$ cat src/hw/rtl/lfpa_pkg.sv
package lfpa_pkg;

   // widest per-frame distance sum and point count (up to 32 points per frame)
   localparam int FSUM_W = 21;
   localparam int FCNT_W = 6;

   // queue between the parser and the accumulator
   localparam int Q_DEPTH = 4;
   localparam int Q_PTR_W = 2;

   // CRC-8, MSB first, no reflection, init 0
   localparam logic [7:0] CRC_POLY = 8'h4D;

   // configuration register indexes
   localparam logic [1:0] CSR_HEADER = 2'd0;
   localparam logic [1:0] CSR_LENGTH = 2'd1;
   localparam logic [1:0] CSR_FRAMES = 2'd2;

   // register reset values
   localparam logic [7:0] HEADER_RST = 8'd84;
   localparam logic [7:0] LENGTH_RST = 8'd44;
   localparam logic [7:0] FRAMES_RST = 8'd10;

   // frame field slots
   localparam logic [1:0] SLOT_TEMP  = 2'd0;
   localparam logic [1:0] SLOT_START = 2'd1;
   localparam logic [1:0] SLOT_END   = 2'd2;
   localparam logic [1:0] SLOT_TIME  = 2'd3;

   // one parsed byte, as handed from the parser to the accumulator
   typedef struct packed {
      logic              ok;
      logic              fend;
      logic              cgood;
      logic              fld_we;
      logic [1:0]        fld_slot;
      logic [15:0]       fld_value;
      logic [FSUM_W-1:0] frm_sum;
      logic [FCNT_W-1:0] frm_cnt;
   } lfpa_op_type;

   // one result transaction
   typedef struct packed {
      logic        ok;
      logic        fend;
      logic        cgood;
      logic        avalid;
      logic [15:0] avg;
      logic        nopts;
      logic [31:0] good;
      logic [15:0] start_ang;
      logic [15:0] end_ang;
      logic [15:0] ftime;
      logic [15:0] temp;
   } lfpa_rsp_type;

   function automatic logic [7:0] crc8_update(input logic [7:0] acc, input logic [7:0] b);
      logic [7:0] c;
      c = acc ^ b;
      for (int k = 0; k < 8; k++) begin
         c = c[7] ? ((c << 1) ^ CRC_POLY) : (c << 1);
      end
      return c;
   endfunction

endpackage

$ cat src/hw/rtl/lfpa_front.sv
module lfpa_front import lfpa_pkg::*; #(
   parameter int POINTS_PER_FRAME = 12
) (
   input  logic        clock,
   input  logic        reset,
   input  logic        req_tvalid,
   output logic        req_tready,
   input  logic [7:0]  req_tdata,    // rx_byte[7:0]
   input  logic [7:0]  header_value,
   input  logic [7:0]  length_value,
   input  logic        q_full,
   output logic        q_push,
   output lfpa_op_type q_entry
);

   localparam int POINT_START = 6;
   localparam int POINT_END   = POINT_START + 3 * POINTS_PER_FRAME;
   localparam int CRC_POS     = POINT_END + 4;
   localparam int POS_W       = $clog2(CRC_POS + 1);
   localparam int SUM_W       = $clog2(POINTS_PER_FRAME * 65535 + 1);
   localparam int CNT_W       = $clog2(POINTS_PER_FRAME + 1);

   logic [POS_W-1:0] pos_ff, pos_in;
   logic [7:0]       crc_ff, crc_in;
   logic [7:0]       low_ff, low_in;
   logic [SUM_W-1:0] sum_ff, sum_in;
   logic [CNT_W-1:0] cnt_ff, cnt_in;
   logic [1:0]       phase_ff, phase_in;

   logic             accept;
   logic [7:0]       b;
   logic [15:0]      word;
   logic [7:0]       crc_next;
   logic             pre_points;
   logic             in_points;
   logic [POS_W-1:0] off;

   assign req_tready = !q_full;
   assign accept     = req_tvalid && !q_full;
   assign q_push     = accept;
   assign b          = req_tdata;
   assign word       = {b, low_ff};
   assign crc_next   = crc8_update(crc_ff, b);
   assign pre_points = pos_ff < POS_W'(POINT_START);
   assign in_points  = !pre_points && (pos_ff < POS_W'(POINT_END));
   assign off        = pre_points ? (pos_ff - POS_W'(2)) : (pos_ff - POS_W'(POINT_END));

   // classify the byte by its place in the frame
   always_comb begin
      pos_in   = pos_ff;
      crc_in   = crc_ff;
      low_in   = low_ff;
      sum_in   = sum_ff;
      cnt_in   = cnt_ff;
      phase_in = phase_ff;
      q_entry  = '0;
      q_entry.ok = 1'b1;
      if (pos_ff == '0) begin
         if (b == header_value) begin
            crc_in = crc_next;
            pos_in = POS_W'(1);
         end else begin
            crc_in = '0;
            sum_in = '0;
            cnt_in = '0;
            q_entry.ok = 1'b0;
         end
      end else if (pos_ff == POS_W'(1)) begin
         if (b == length_value) begin
            crc_in = crc_next;
            pos_in = POS_W'(2);
         end else begin
            pos_in = '0;
            crc_in = '0;
            sum_in = '0;
            cnt_in = '0;
            q_entry.ok = 1'b0;
         end
      end else if (pos_ff < POS_W'(CRC_POS)) begin
         crc_in = crc_next;
         pos_in = pos_ff + POS_W'(1);
         if (in_points) begin
            // point: distance low, distance high, intensity
            phase_in = (phase_ff == 2'd2) ? 2'd0 : phase_ff + 2'd1;
            if (phase_ff == 2'd0) begin
               low_in = b;
            end else if (phase_ff == 2'd1 && word != 16'd0) begin
               sum_in = sum_ff + SUM_W'(word);
               cnt_in = cnt_ff + CNT_W'(1);
            end
         end else if (off[0]) begin
            q_entry.fld_we    = 1'b1;
            q_entry.fld_slot  = {!pre_points, off[1]};
            q_entry.fld_value = word;
         end else begin
            low_in = b;
         end
      end else begin
         // CRC byte closes the frame
         q_entry.fend    = 1'b1;
         q_entry.cgood   = (b == crc_ff);
         q_entry.ok      = (b == crc_ff);
         q_entry.frm_sum = FSUM_W'(sum_ff);
         q_entry.frm_cnt = FCNT_W'(cnt_ff);
         pos_in   = '0;
         crc_in   = '0;
         sum_in   = '0;
         cnt_in   = '0;
         phase_in = 2'd0;
      end
   end

   always_ff @(posedge clock) begin
      if (reset) begin
         pos_ff   <= '0;
         crc_ff   <= '0;
         low_ff   <= '0;
         sum_ff   <= '0;
         cnt_ff   <= '0;
         phase_ff <= 2'd0;
      end else if (accept) begin
         pos_ff   <= pos_in;
         crc_ff   <= crc_in;
         low_ff   <= low_in;
         sum_ff   <= sum_in;
         cnt_ff   <= cnt_in;
         phase_ff <= phase_in;
      end
   end

endmodule

$ cat src/hw/rtl/lfpa_queue.sv
module lfpa_queue import lfpa_pkg::*; (
   input  logic        clock,
   input  logic        reset,
   input  logic        push,
   input  lfpa_op_type push_data,
   input  logic        pop,
   output lfpa_op_type pop_data,
   output logic        full,
   output logic        empty
);

   lfpa_op_type        mem_ff [Q_DEPTH];
   logic [Q_PTR_W-1:0] wr_ff, wr_in;
   logic [Q_PTR_W-1:0] rd_ff, rd_in;
   logic [Q_PTR_W:0]   cnt_ff, cnt_in;

   assign full     = cnt_ff == (Q_PTR_W+1)'(Q_DEPTH);
   assign empty    = cnt_ff == '0;
   assign pop_data = mem_ff[rd_ff];

   // pointer and fill bookkeeping
   always_comb begin
      wr_in  = push ? wr_ff + Q_PTR_W'(1) : wr_ff;
      rd_in  = pop ? rd_ff + Q_PTR_W'(1) : rd_ff;
      cnt_in = cnt_ff;
      if (push && !pop) begin
         cnt_in = cnt_ff + (Q_PTR_W+1)'(1);
      end else if (pop && !push) begin
         cnt_in = cnt_ff - (Q_PTR_W+1)'(1);
      end
   end

   always_ff @(posedge clock) begin
      if (reset) begin
         wr_ff  <= '0;
         rd_ff  <= '0;
         cnt_ff <= '0;
      end else begin
         wr_ff  <= wr_in;
         rd_ff  <= rd_in;
         cnt_ff <= cnt_in;
      end
   end

   always_ff @(posedge clock) begin
      if (push) begin
         mem_ff[wr_ff] <= push_data;
      end
   end

endmodule

$ cat src/hw/rtl/lfpa_back.sv
module lfpa_back import lfpa_pkg::*; #(
   parameter int POINTS_PER_FRAME = 12
) (
   input  logic         clock,
   input  logic         reset,
   input  logic [7:0]   frames_per_average,
   input  logic         q_empty,
   input  lfpa_op_type  q_entry,
   output logic         q_pop,
   output logic         rsp_tvalid,
   input  logic         rsp_tready,
   // byte_ok, crc_good, avg_valid, avg_distance[15:0], no_points, good_frames[31:0],
   // sweep_start[15:0], sweep_stop[15:0], frame_time[15:0], sensor_temp[15:0], 4 zero bits
   output logic [119:0] rsp_tdata,
   output logic         rsp_tlast      // frame_end
);

   localparam int SUM_W = $clog2(POINTS_PER_FRAME * 65535 + 1);
   localparam int CNT_W = $clog2(POINTS_PER_FRAME + 1);
   localparam int WS_W  = SUM_W + 8;
   localparam int WC_W  = CNT_W + 8;
   localparam int DC_W  = $clog2(WS_W + 1);

   localparam logic [1:0] ST_IDLE = 2'd0;
   localparam logic [1:0] ST_DIV  = 2'd1;
   localparam logic [1:0] ST_SEND = 2'd2;

   logic [1:0]      state_ff, state_in;
   logic [15:0]     fields_ff [4];
   logic [15:0]     fields_in [4];
   logic [31:0]     good_ff, good_in;
   logic [WS_W-1:0] wsum_ff, wsum_in;
   logic [WC_W-1:0] wcnt_ff, wcnt_in;
   logic [7:0]      wfr_ff, wfr_in;
   logic [15:0]     avg_ff, avg_in;
   logic [WC_W-1:0] rem_ff, rem_in;
   logic [WS_W-1:0] quo_ff, quo_in;
   logic [WC_W-1:0] divr_ff, divr_in;
   logic [DC_W-1:0] dcnt_ff, dcnt_in;
   lfpa_rsp_type    rsp_ff, rsp_in;
   logic            rv_ff, rv_in;

   logic            out_free;
   logic            load;
   logic [WS_W-1:0] nsum;
   logic [WC_W-1:0] ncnt;
   logic [8:0]      nfr;
   logic [8:0]      target;
   logic [WC_W:0]   rem_sh;

   assign out_free = !rv_ff || rsp_tready;
   assign q_pop    = (state_ff == ST_IDLE) && !q_empty && out_free;
   assign nsum     = wsum_ff + WS_W'(q_entry.frm_sum);
   assign ncnt     = wcnt_ff + WC_W'(q_entry.frm_cnt);
   assign nfr      = {1'b0, wfr_ff} + 9'd1;
   assign target   = (frames_per_average == 8'd0) ? 9'd256 : {1'b0, frames_per_average};
   assign rem_sh   = {rem_ff, quo_ff[WS_W-1]};

   // accumulate, divide and build the result
   always_comb begin
      state_in  = state_ff;
      fields_in = fields_ff;
      good_in   = good_ff;
      wsum_in   = wsum_ff;
      wcnt_in   = wcnt_ff;
      wfr_in    = wfr_ff;
      avg_in    = avg_ff;
      rem_in    = rem_ff;
      quo_in    = quo_ff;
      divr_in   = divr_ff;
      dcnt_in   = dcnt_ff;
      rsp_in    = rsp_ff;
      load      = 1'b0;
      unique case (state_ff)
         ST_IDLE: begin
            if (q_pop) begin
               rsp_in        = '0;
               rsp_in.ok     = q_entry.ok;
               rsp_in.fend   = q_entry.fend;
               rsp_in.cgood  = q_entry.cgood;
               if (q_entry.fld_we) begin
                  fields_in[q_entry.fld_slot] = q_entry.fld_value;
               end
               load = 1'b1;
               if (q_entry.cgood) begin
                  good_in = good_ff + 32'd1;
                  if (nfr >= target) begin
                     wsum_in = '0;
                     wcnt_in = '0;
                     wfr_in  = '0;
                     if (ncnt == '0) begin
                        avg_in        = '0;
                        rsp_in.avalid = 1'b1;
                        rsp_in.nopts  = 1'b1;
                     end else begin
                        // mean needs the serial divider
                        load     = 1'b0;
                        state_in = ST_DIV;
                        rem_in   = '0;
                        quo_in   = nsum;
                        divr_in  = ncnt;
                        dcnt_in  = '0;
                     end
                  end else begin
                     wsum_in = nsum;
                     wcnt_in = ncnt;
                     wfr_in  = nfr[7:0];
                  end
               end
               rsp_in.avg       = avg_in;
               rsp_in.good      = good_in;
               rsp_in.start_ang = fields_in[SLOT_START];
               rsp_in.end_ang   = fields_in[SLOT_END];
               rsp_in.ftime     = fields_in[SLOT_TIME];
               rsp_in.temp      = fields_in[SLOT_TEMP];
            end
         end
         ST_DIV: begin
            // restoring division, one quotient bit per cycle
            if (rem_sh >= {1'b0, divr_ff}) begin
               rem_in = WC_W'(rem_sh - {1'b0, divr_ff});
               quo_in = {quo_ff[WS_W-2:0], 1'b1};
            end else begin
               rem_in = rem_sh[WC_W-1:0];
               quo_in = {quo_ff[WS_W-2:0], 1'b0};
            end
            dcnt_in = dcnt_ff + DC_W'(1);
            if (dcnt_ff == DC_W'(WS_W - 1)) begin
               avg_in   = quo_in[15:0];
               state_in = ST_SEND;
            end
         end
         ST_SEND: begin
            if (out_free) begin
               load             = 1'b1;
               rsp_in.ok        = 1'b1;
               rsp_in.fend      = 1'b1;
               rsp_in.cgood     = 1'b1;
               rsp_in.avalid    = 1'b1;
               rsp_in.nopts     = 1'b0;
               rsp_in.avg       = avg_ff;
               rsp_in.good      = good_ff;
               rsp_in.start_ang = fields_ff[SLOT_START];
               rsp_in.end_ang   = fields_ff[SLOT_END];
               rsp_in.ftime     = fields_ff[SLOT_TIME];
               rsp_in.temp      = fields_ff[SLOT_TEMP];
               state_in         = ST_IDLE;
            end
         end
         default: begin
            state_in = ST_IDLE;
         end
      endcase
   end

   // output register valid
   always_comb begin
      if (load) begin
         rv_in = 1'b1;
      end else if (rsp_tready) begin
         rv_in = 1'b0;
      end else begin
         rv_in = rv_ff;
      end
   end

   always_ff @(posedge clock) begin
      if (reset) begin
         state_ff  <= ST_IDLE;
         fields_ff <= '{default: '0};
         good_ff   <= '0;
         wsum_ff   <= '0;
         wcnt_ff   <= '0;
         wfr_ff    <= '0;
         avg_ff    <= '0;
         rv_ff     <= 1'b0;
      end else begin
         state_ff  <= state_in;
         fields_ff <= fields_in;
         good_ff   <= good_in;
         wsum_ff   <= wsum_in;
         wcnt_ff   <= wcnt_in;
         wfr_ff    <= wfr_in;
         avg_ff    <= avg_in;
         rv_ff     <= rv_in;
      end
   end

   always_ff @(posedge clock) begin
      rem_ff  <= rem_in;
      quo_ff  <= quo_in;
      divr_ff <= divr_in;
      dcnt_ff <= dcnt_in;
      rsp_ff  <= rsp_in;
   end

   assign rsp_tvalid = rv_ff;
   assign rsp_tlast  = rsp_ff.fend;
   assign rsp_tdata  = {4'd0, rsp_ff.temp, rsp_ff.ftime, rsp_ff.end_ang, rsp_ff.start_ang,
                        rsp_ff.good, rsp_ff.nopts, rsp_ff.avg, rsp_ff.avalid,
                        rsp_ff.cgood, rsp_ff.ok};

endmodule

$ cat src/hw/rtl/lidar_frame_parser_averager_unit.sv
// Range-sensor frame parser with windowed distance averaging.
// req_ channel: one received sensor byte per transaction (req_tdata[7:0]).
// rsp_ channel: exactly one result transaction per accepted byte, in order:
//   status flags, the latest average, the good-frame count and the latest
//   frame fields; rsp_tlast marks the CRC byte of a frame.
// csr_ port: header value (0), length value (1), frames per average (2);
//   written only while idle, a rule on the user that the block does not enforce.
// Each ordinary byte passes through the queue and then the output register on its way to
//   a result; one byte per cycle sustained while the result side keeps up and the divider is idle.
// The CRC byte that closes an averaging window with counted points runs the serial restoring
//   divider, one quotient bit per cycle over the window sum width
//   (28 bits at 12 points per frame).
// A four-entry queue sits between the parser and the accumulator; when the
//   result side stalls or the divider runs, the queue fills and then
//   req_tready drops. A finished result waits in the output register.
// Reset is synchronous: parser, window, counters and frame fields clear and
//   the registers return to header 0x54, length 0x2C and ten frames.
module lidar_frame_parser_averager_unit import lfpa_pkg::*; #(
   parameter int POINTS_PER_FRAME = 12
) (
   input  logic         clock,
   input  logic         reset,
   input  logic         req_tvalid,
   output logic         req_tready,
   input  logic [7:0]   req_tdata,     // rx_byte[7:0]
   output logic         rsp_tvalid,
   input  logic         rsp_tready,
   // byte_ok, crc_good, avg_valid, avg_distance[15:0], no_points, good_frames[31:0],
   // sweep_start[15:0], sweep_stop[15:0], frame_time[15:0], sensor_temp[15:0], 4 zero bits
   output logic [119:0] rsp_tdata,
   output logic         rsp_tlast,     // frame_end
   input  logic         csr_we,
   input  logic [1:0]   csr_addr,
   input  logic [7:0]   csr_wdata
);

   logic [7:0]  hdr_ff, hdr_in;
   logic [7:0]  len_ff, len_in;
   logic [7:0]  fpa_ff, fpa_in;

   logic        q_full;
   logic        q_empty;
   logic        q_push;
   logic        q_pop;
   lfpa_op_type q_wdata;
   lfpa_op_type q_rdata;

   // configuration registers
   always_comb begin
      hdr_in = hdr_ff;
      len_in = len_ff;
      fpa_in = fpa_ff;
      if (csr_we) begin
         unique case (csr_addr)
            CSR_HEADER: hdr_in = csr_wdata;
            CSR_LENGTH: len_in = csr_wdata;
            CSR_FRAMES: fpa_in = csr_wdata;
            default: ;
         endcase
      end
   end

   always_ff @(posedge clock) begin
      if (reset) begin
         hdr_ff <= HEADER_RST;
         len_ff <= LENGTH_RST;
         fpa_ff <= FRAMES_RST;
      end else begin
         hdr_ff <= hdr_in;
         len_ff <= len_in;
         fpa_ff <= fpa_in;
      end
   end

   lfpa_front #(
      .POINTS_PER_FRAME(POINTS_PER_FRAME)
   ) u_front (
      .clock        (clock),
      .reset        (reset),
      .req_tvalid   (req_tvalid),
      .req_tready   (req_tready),
      .req_tdata    (req_tdata),
      .header_value (hdr_ff),
      .length_value (len_ff),
      .q_full       (q_full),
      .q_push       (q_push),
      .q_entry      (q_wdata)
   );

   lfpa_queue u_queue (
      .clock     (clock),
      .reset     (reset),
      .push      (q_push),
      .push_data (q_wdata),
      .pop       (q_pop),
      .pop_data  (q_rdata),
      .full      (q_full),
      .empty     (q_empty)
   );

   lfpa_back #(
      .POINTS_PER_FRAME(POINTS_PER_FRAME)
   ) u_back (
      .clock              (clock),
      .reset              (reset),
      .frames_per_average (fpa_ff),
      .q_empty            (q_empty),
      .q_entry            (q_rdata),
      .q_pop              (q_pop),
      .rsp_tvalid         (rsp_tvalid),
      .rsp_tready         (rsp_tready),
      .rsp_tdata          (rsp_tdata),
      .rsp_tlast          (rsp_tlast)
   );

endmodule

$ cat config.mk
export PLATFORM = sky130hd
export DESIGN_NAME = lidar_frame_parser_averager_unit
export DESIGN_NICKNAME = d
export VERILOG_FILES = /design/src/hw/rtl/lfpa_pkg.sv /design/src/hw/rtl/lfpa_front.sv /design/src/hw/rtl/lfpa_queue.sv /design/src/hw/rtl/lfpa_back.sv /design/src/hw/rtl/lidar_frame_parser_averager_unit.sv
export SDC_FILE = /design/constraint.sdc
export NUM_CORES = 1
export LEC_CHECK = 0
export BUFFER_PORTS_ARGS = -buffer_cell sky130_fd_sc_hd__buf_2
export CAP_MARGIN = 20
export CORE_MARGIN = 10
export CORE_UTILIZATION = 55
export CTS_BUF_LIST = sky130_fd_sc_hd__clkbuf_8
export CTS_CLUSTER_DIAMETER = 100
export DETAILED_ROUTE_END_ITERATION = 12
export PLACE_DENSITY = 0.73
export SETUP_SLACK_MARGIN = 0.4
export SKIP_CTS_REPAIR_TIMING = 1
export SLEW_MARGIN = 25
export SYNTH_ARGS = -nofsm -noshare
export SYNTH_HDL_FRONTEND = slang
export SYNTH_HIERARCHICAL = 1
export SYNTH_SLANG_ARGS = --single-unit
$ cat constraint.sdc
create_clock -name clock -period 13.1 [get_ports clock]
set_input_delay 1.31 -clock clock [delete_from_list [all_inputs] [get_ports clock]]
set_output_delay 1.31 -clock clock [all_outputs]
set_load 0.02 [all_outputs]
### After elaboration in Yosys (flattened, before gate mapping)

Memory sizes are Yosys's and may differ from the RTL's. A register that Yosys moved wholly into a read port is not among the register bits.
Cells that the tools add are included.

| storage, ports and cells | value |
|---|---|
| register bits | 416 |
| memories | 1 |
| memory bits (writable) | 196 |
| word-level logic and storage cells | 253 |
| input port bits | 23 |
| output and inout bits | 123 |

Memory list:

| name | words | width | read ports | clocked after Yosys merged registers in | write ports | line | source |
|---|---|---|---|---|---|---|---|
| u_queue.mem_ff | 4 | 49 | 1 | 1 | 1 | lfpa_queue.sv:12 | `lfpa_op_type mem_ff [Q_DEPTH];` |

| operators by class | value |
|---|---|
| $lt $le $gt $ge | 7 |
| muxes and demuxes | 110 |
| equal/unequal tests | 27 |
| add/sub/neg operators | 16 |
| bitwise gates (word level) | 13 |
| reduce and logical (&&, ||, !) cells | 41 |

Operator list:

| cell | number |
|---|---|
| $mux 117 | 2 |
| $pmux 117 s2 | 1 |
| $mux 20 | 8 |
| $mux 28 | 5 |
| $mux 16 | 6 |
| $mux 48 | 2 |
| $mux 12 | 6 |
| $mux 8 | 9 |
| $bwmux 64 | 1 |
| $mux 64 | 1 |
| $mux 19 | 3 |
| $mux 7 | 8 |
| $pmux 28 s2 | 1 |
| $add 32x1->32 const B | 1 |
| $demux 16 s2 | 1 |
| $mux 32 | 1 |
| $mux 4 | 8 |
| $not 4->4 | 8 |
| $pmux 16 s2 | 1 |
| $add 28x21->28 | 1 |
| $mux 2 | 13 |
| $mux 26 | 1 |
| $eq 8x8->1 | 3 |
| $mux 6 | 4 |
| 53 further kinds | 119 |

### Longest topological paths before layout

| depth | value |
|---|---|
| word-level depth | 20 |
| gate-level depth with buffers | 14 |

### Cells and area by module

The synthesis kept the hierarchy.

By module, submodules not included:

| module | instances | area an instance (µm²) | seq. area each (µm²) | cells an instance |
|---|---|---|---|---|
| lfpa_back | 1 | 16084.2 | 8488.1 | 1578 |
| lfpa_queue | 1 | 7521.0 | 6065.8 | 300 |
| lfpa_front | 1 | 3668.5 | 960.9 | 481 |
| lidar_frame_parser_averager_unit | 1 | 1007.2 | 480.5 | 99 |

### Worst setup path after synthesis

No wires, ideal clock.

| path | value |
|---|---|
| kind | input-to-reg |
| from | in rsp_tready |
| to | reg u_back.rsp_ff (netlist bit u_back/rsp_tdata[0]) (enable) |
| data required time | 12.493 ns |
| data arrival time | 6.548 ns |
| cell stages on the path | 2 |
| path slack | 5.944 ns |
| buffers on the path | 0 |
| cells stage by stage | nor2b_1 -> o21ai_1 |

| on the way | value |
|---|---|
| longest elaborated chain between the ends | 4 |

Ends and longest elaborated chain:

| element | line | source |
|---|---|---|
| start, declared | lidar_frame_parser_averager_unit.sv:27 | `input logic rsp_tready,` |
| $logic_or 1x1->1 * | lfpa_back.sv:51 | `assign out_free = !rv_ff \|\| rsp_tready;` |
| $logic_and 1x1->1 | lfpa_back.sv:52 | `assign q_pop = (state_ff == ST_IDLE) && !q_empty && out_free;` |
| $ne 2x2->1 (no line) | - |  |
| $reduce_and 3->1 (no line) * | - |  |
| end signal, assigned | lfpa_back.sv:194 | `rsp_ff <= rsp_in;` |
| end, declared | lfpa_back.sv:40 | `lfpa_rsp_type rsp_ff, rsp_in;` |

Mark *: on every way between the ends. The rest lies on a longest branch, timed or not.
A chain may end at the register's enable or synchronous reset.

==> flow_metrics.py <==
metrics = {
    "sta": {
        "setup_viol": 0,
        "period_minus_slack_ns": 4.772,
        "slew_viol_final": 0,
        "finalSetupTns_ns": 0,
        "fmax_mhz": 209.6,
        "rsz0062_at_grt": "no",
        "clock_skew_ns": 0.04626,
        "slew_headroom_pct": 33.54,
        "hold_viol": 0,
        "worst_pin_slew_ns": 0.9895,
        "post-route-period-util_pct": 36.42,
    },
    "synthesis": {
        "syn_area_per_cell_um2": 11.51,
        "ys_seq_area_share_pct": 56.56,
        "ys_types": 91,
        "asyncSetResetFlopFracSynth_pct": 0,
        "synth-edff-count": 370,
        "yosys.area.top_type": "edfxtp_1",
        "syn_inst": 2458,
        "ys_seq_elements": 614,
        "synth_top_area_share_pct": 39.29,
        "netlist_area_um2": 28280,
        "synth_ff_type": "edfxtp_1",
        "ys_top_cells_by_area": "edfxtp_1 39%, dfxtp_1 17%, nand2_1 3.9%, mux4_2 3.7%, ha_1 3.4%",
        "synth_warnings": 6,
    },
    "worst_setup_path": {
        "crit_chain": "buf_12 > mux4_2 > ha_1 > fa_1 > a211oi_2 > o21ai_1 > o2111ai_1 > mux2i_1 > nand4_4 > nand2_1 > o21ai_4 > buf_4",
        "arrival_ns": 5.10,
        "crit_fanout": 28,
        "ff2ff_setup_slack_ns": 8.33,
        "cp.required_ns": 13.43,
        "endpoint_kind": "flop",
        "startpoint_type": "flop",
        "cp_slowest_cell": "dfxtp_4",
        "cp_num_buf_inv": 2,
        "worstSetupPathType": "flop to flop",
        "worst_path_largest_cell_delay_ns": 0.64,
        "cp_top_family": "compound AO/OA/AOI/OAI gates",
    },
    "layout": {
        "final_common_cell": "edfxtp_1",
        "syn2layout_area_growth_pct": 11.05,
        "multi_input_area_um2": 11540,
        "stdcell_count": 3361,
        "nFillCells": 4068,
        "regArea_um2": 16000,
        "drive_above_1_share_pct": 16.24,
        "layout_common_cells": "370 x edfxtp_1, 290 x nand2_1, 242 x dfxtp_1",
        "nNetsFinal": 2700,
    },
    "die": {
        "fp.coreArea_um2": 51090,
        "dieArea_um2": 60890,
        "initial_core_util_pct": 55.35,
        "rows": 83,
        "ios": 146,
        "die_w_um": 246.8,
        "die_y_um": 246.8,
    },
    "clock_network": {
        "insertion_delay_ns": 0.69,
        "cts_tree": "yes",
        "clk_path_buf_depth": 3,
        "path_clk_slew_ns": 0.06,
        "cts_buffers": 98,
        "cts_htree_levels": 3,
        "clock-sinks": 614,
        "ctsRootBufferMaster": "clkbuf_8",
    },
    "pwr": {
        "ir_drop_uv": 93.60,
        "power_density_nw_per_um2": 183.1,
        "p_leak_nw": 12.06,
    },
    "grt": {
        "grt_max_degree": 102,
        "grt_overflow": 0,
        "grt_pass1_vias": 19250,
        "grt.total_usage_pct": 21.03,
        "grt_antenna_before_repair": 3,
        "grt_pass1_wl_um": 103200,
    },
    "hold_path": {
        "hp-class": "flop to flop",
    },
    "placed_design": {
        "io_buffer_count": 141,
        "place_congestion": 0.8545,
        "hpwl_um": 43470,
        "dp_cells": 3174,
    },
    "drt": {
        "vias_per_cell": 5.790,
        "dr.pass1.iters": 5,
        "drc_errors": 0,
        "avgRoutedWirePerCell_um": 19.30,
        "drt_iter0_drc": 1673,
        "drt-total-wl_um": 64860,
        "vias": 19460,
        "postRouteAntennaNets": 0,
    },
    "status": {
        "outcome": "completed",
    },
    "job": {
        "maxCapViolations": 0,
    },
}
-- cell families after synthesis --
family          after synthesis  share of synthesized area [%]
compound gates              405                          9.269
xor+xnor                    152                          4.707
fa+ha+maj                    81                          3.716
buf+inv                     188                          2.929
flops                       614                          56.56
mux                         158                          8.096
other cells                   2                        0.02656
simple gates                858                          14.70
-- Yosys cell counts, drive strengths merged, types with 6 or more instances --
| library cell | instances |
|---|---|
| a22oi | 8 |
| a31oi | 11 |
| nand2 | 291 |
| edfxtp | 370 |
| and2 | 50 |
| nor2b | 26 |
| nand3 | 84 |
| or3 | 13 |
| o21a | 18 |
| xnor2 | 81 |
| o41ai | 7 |
| mux2 | 70 |
| nor4 | 14 |
| or2 | 8 |
| dfxtp | 244 |
| a21oi | 167 |
| o31ai | 10 |
| a211oi | 14 |
| nor3b | 8 |
| inv | 56 |
| nor2 | 183 |
| clkbuf | 85 |
| nand4 | 39 |
| o21bai | 7 |
| nor3 | 50 |
| mux4 | 49 |
| a22o | 16 |
| ha | 76 |
| o21ai | 63 |
| nand3b | 9 |
| xor2 | 71 |
| buf | 47 |
| or4 | 12 |
| mux2i | 39 |
| o211ai | 8 |
| a211o | 6 |
| a21o | 21 |
| and3 | 19 |
| nand2b | 37 |
| o2111ai | 7 |
-- through the flow --
step           hold WS (ns)  total power [mW]  instance area (um2)  setup WS (ns)  utilization [%]
6_report             0.4542             5.750                31410          8.328            61.47
5_1_grt              0.4660             6.035                31410          7.936            61.47
4_1_cts              0.4526             5.783                31340          8.056            61.34
3_5_place_dp         0.4439             4.223                29470          8.091            57.67
3_3_place_gp         0.4351             4.185                29460          8.197            57.66
2_1_floorplan        0.4277             3.737                28300          5.944                -
-- per-layer routing --
layer / vias up / global-route usage, % / part of all wire (%)
li1: 9232 / - / -
met1: 9532 / 27.49 / 43
met2: 585 / 34.45 / 48
met3: 109 / 3.690 / 6.2
met4: 2 / 8.172 / 2.5
met5: - / 0 / 0.012
-- worst paths after layout --
path,start,to,depth (start not counted)
worst min register to register,u_back/fields_ff[49],u_back/fields_ff[49],2
worst max-delay path,flop,u_back/quo_ff[15],12
worst min-delay path,u_back/fields_ff[49],u_back/fields_ff[49],2
worst max register to register,flop,u_back/quo_ff[15],12
-- sequential cells by signal (all words and copies together) (netlist names), 12 cells and up, named ones only --
name	cells
u_back/rsp_tdata	116
u_back/wcnt_ff	12
u_back/wsum_ff	28
u_back/divr_ff	12
u_back/fields_ff	64
u_front/sum_ff	20
u_back/quo_ff	28
u_back/good_ff	32
u_back/rem_ff	12
u_queue/mem_ff	196
u_back/avg_ff	16
-- area by class of cell --
cell class / count / area share (%)
sequential: 614 / 50.95
timing repair buffer: 165 / 2.956
tap: 680 / 2.709
inverter: 56 / 0.6693
antenna: 2 / 0.01594
clock inverter: 76 / 1.267
multi-input combinational: 1661 / 36.74
clock buffer: 107 / 4.689
-- power breakdown --
part           leakage [nW]  switching (mW)  internal [mW]
logic                  5.30            1.09          0.545
registers              5.68           0.129           2.43
clock network          1.09           0.753          0.798
total                  12.1            1.98           3.77
-- tightest hold or removal path: stages (launching register included) --
cell and delay [ns]:
dfxtp_1 0.30, nand2_1 0.05, a21oi_1 0.05
(Power assumes the default switching activity.)
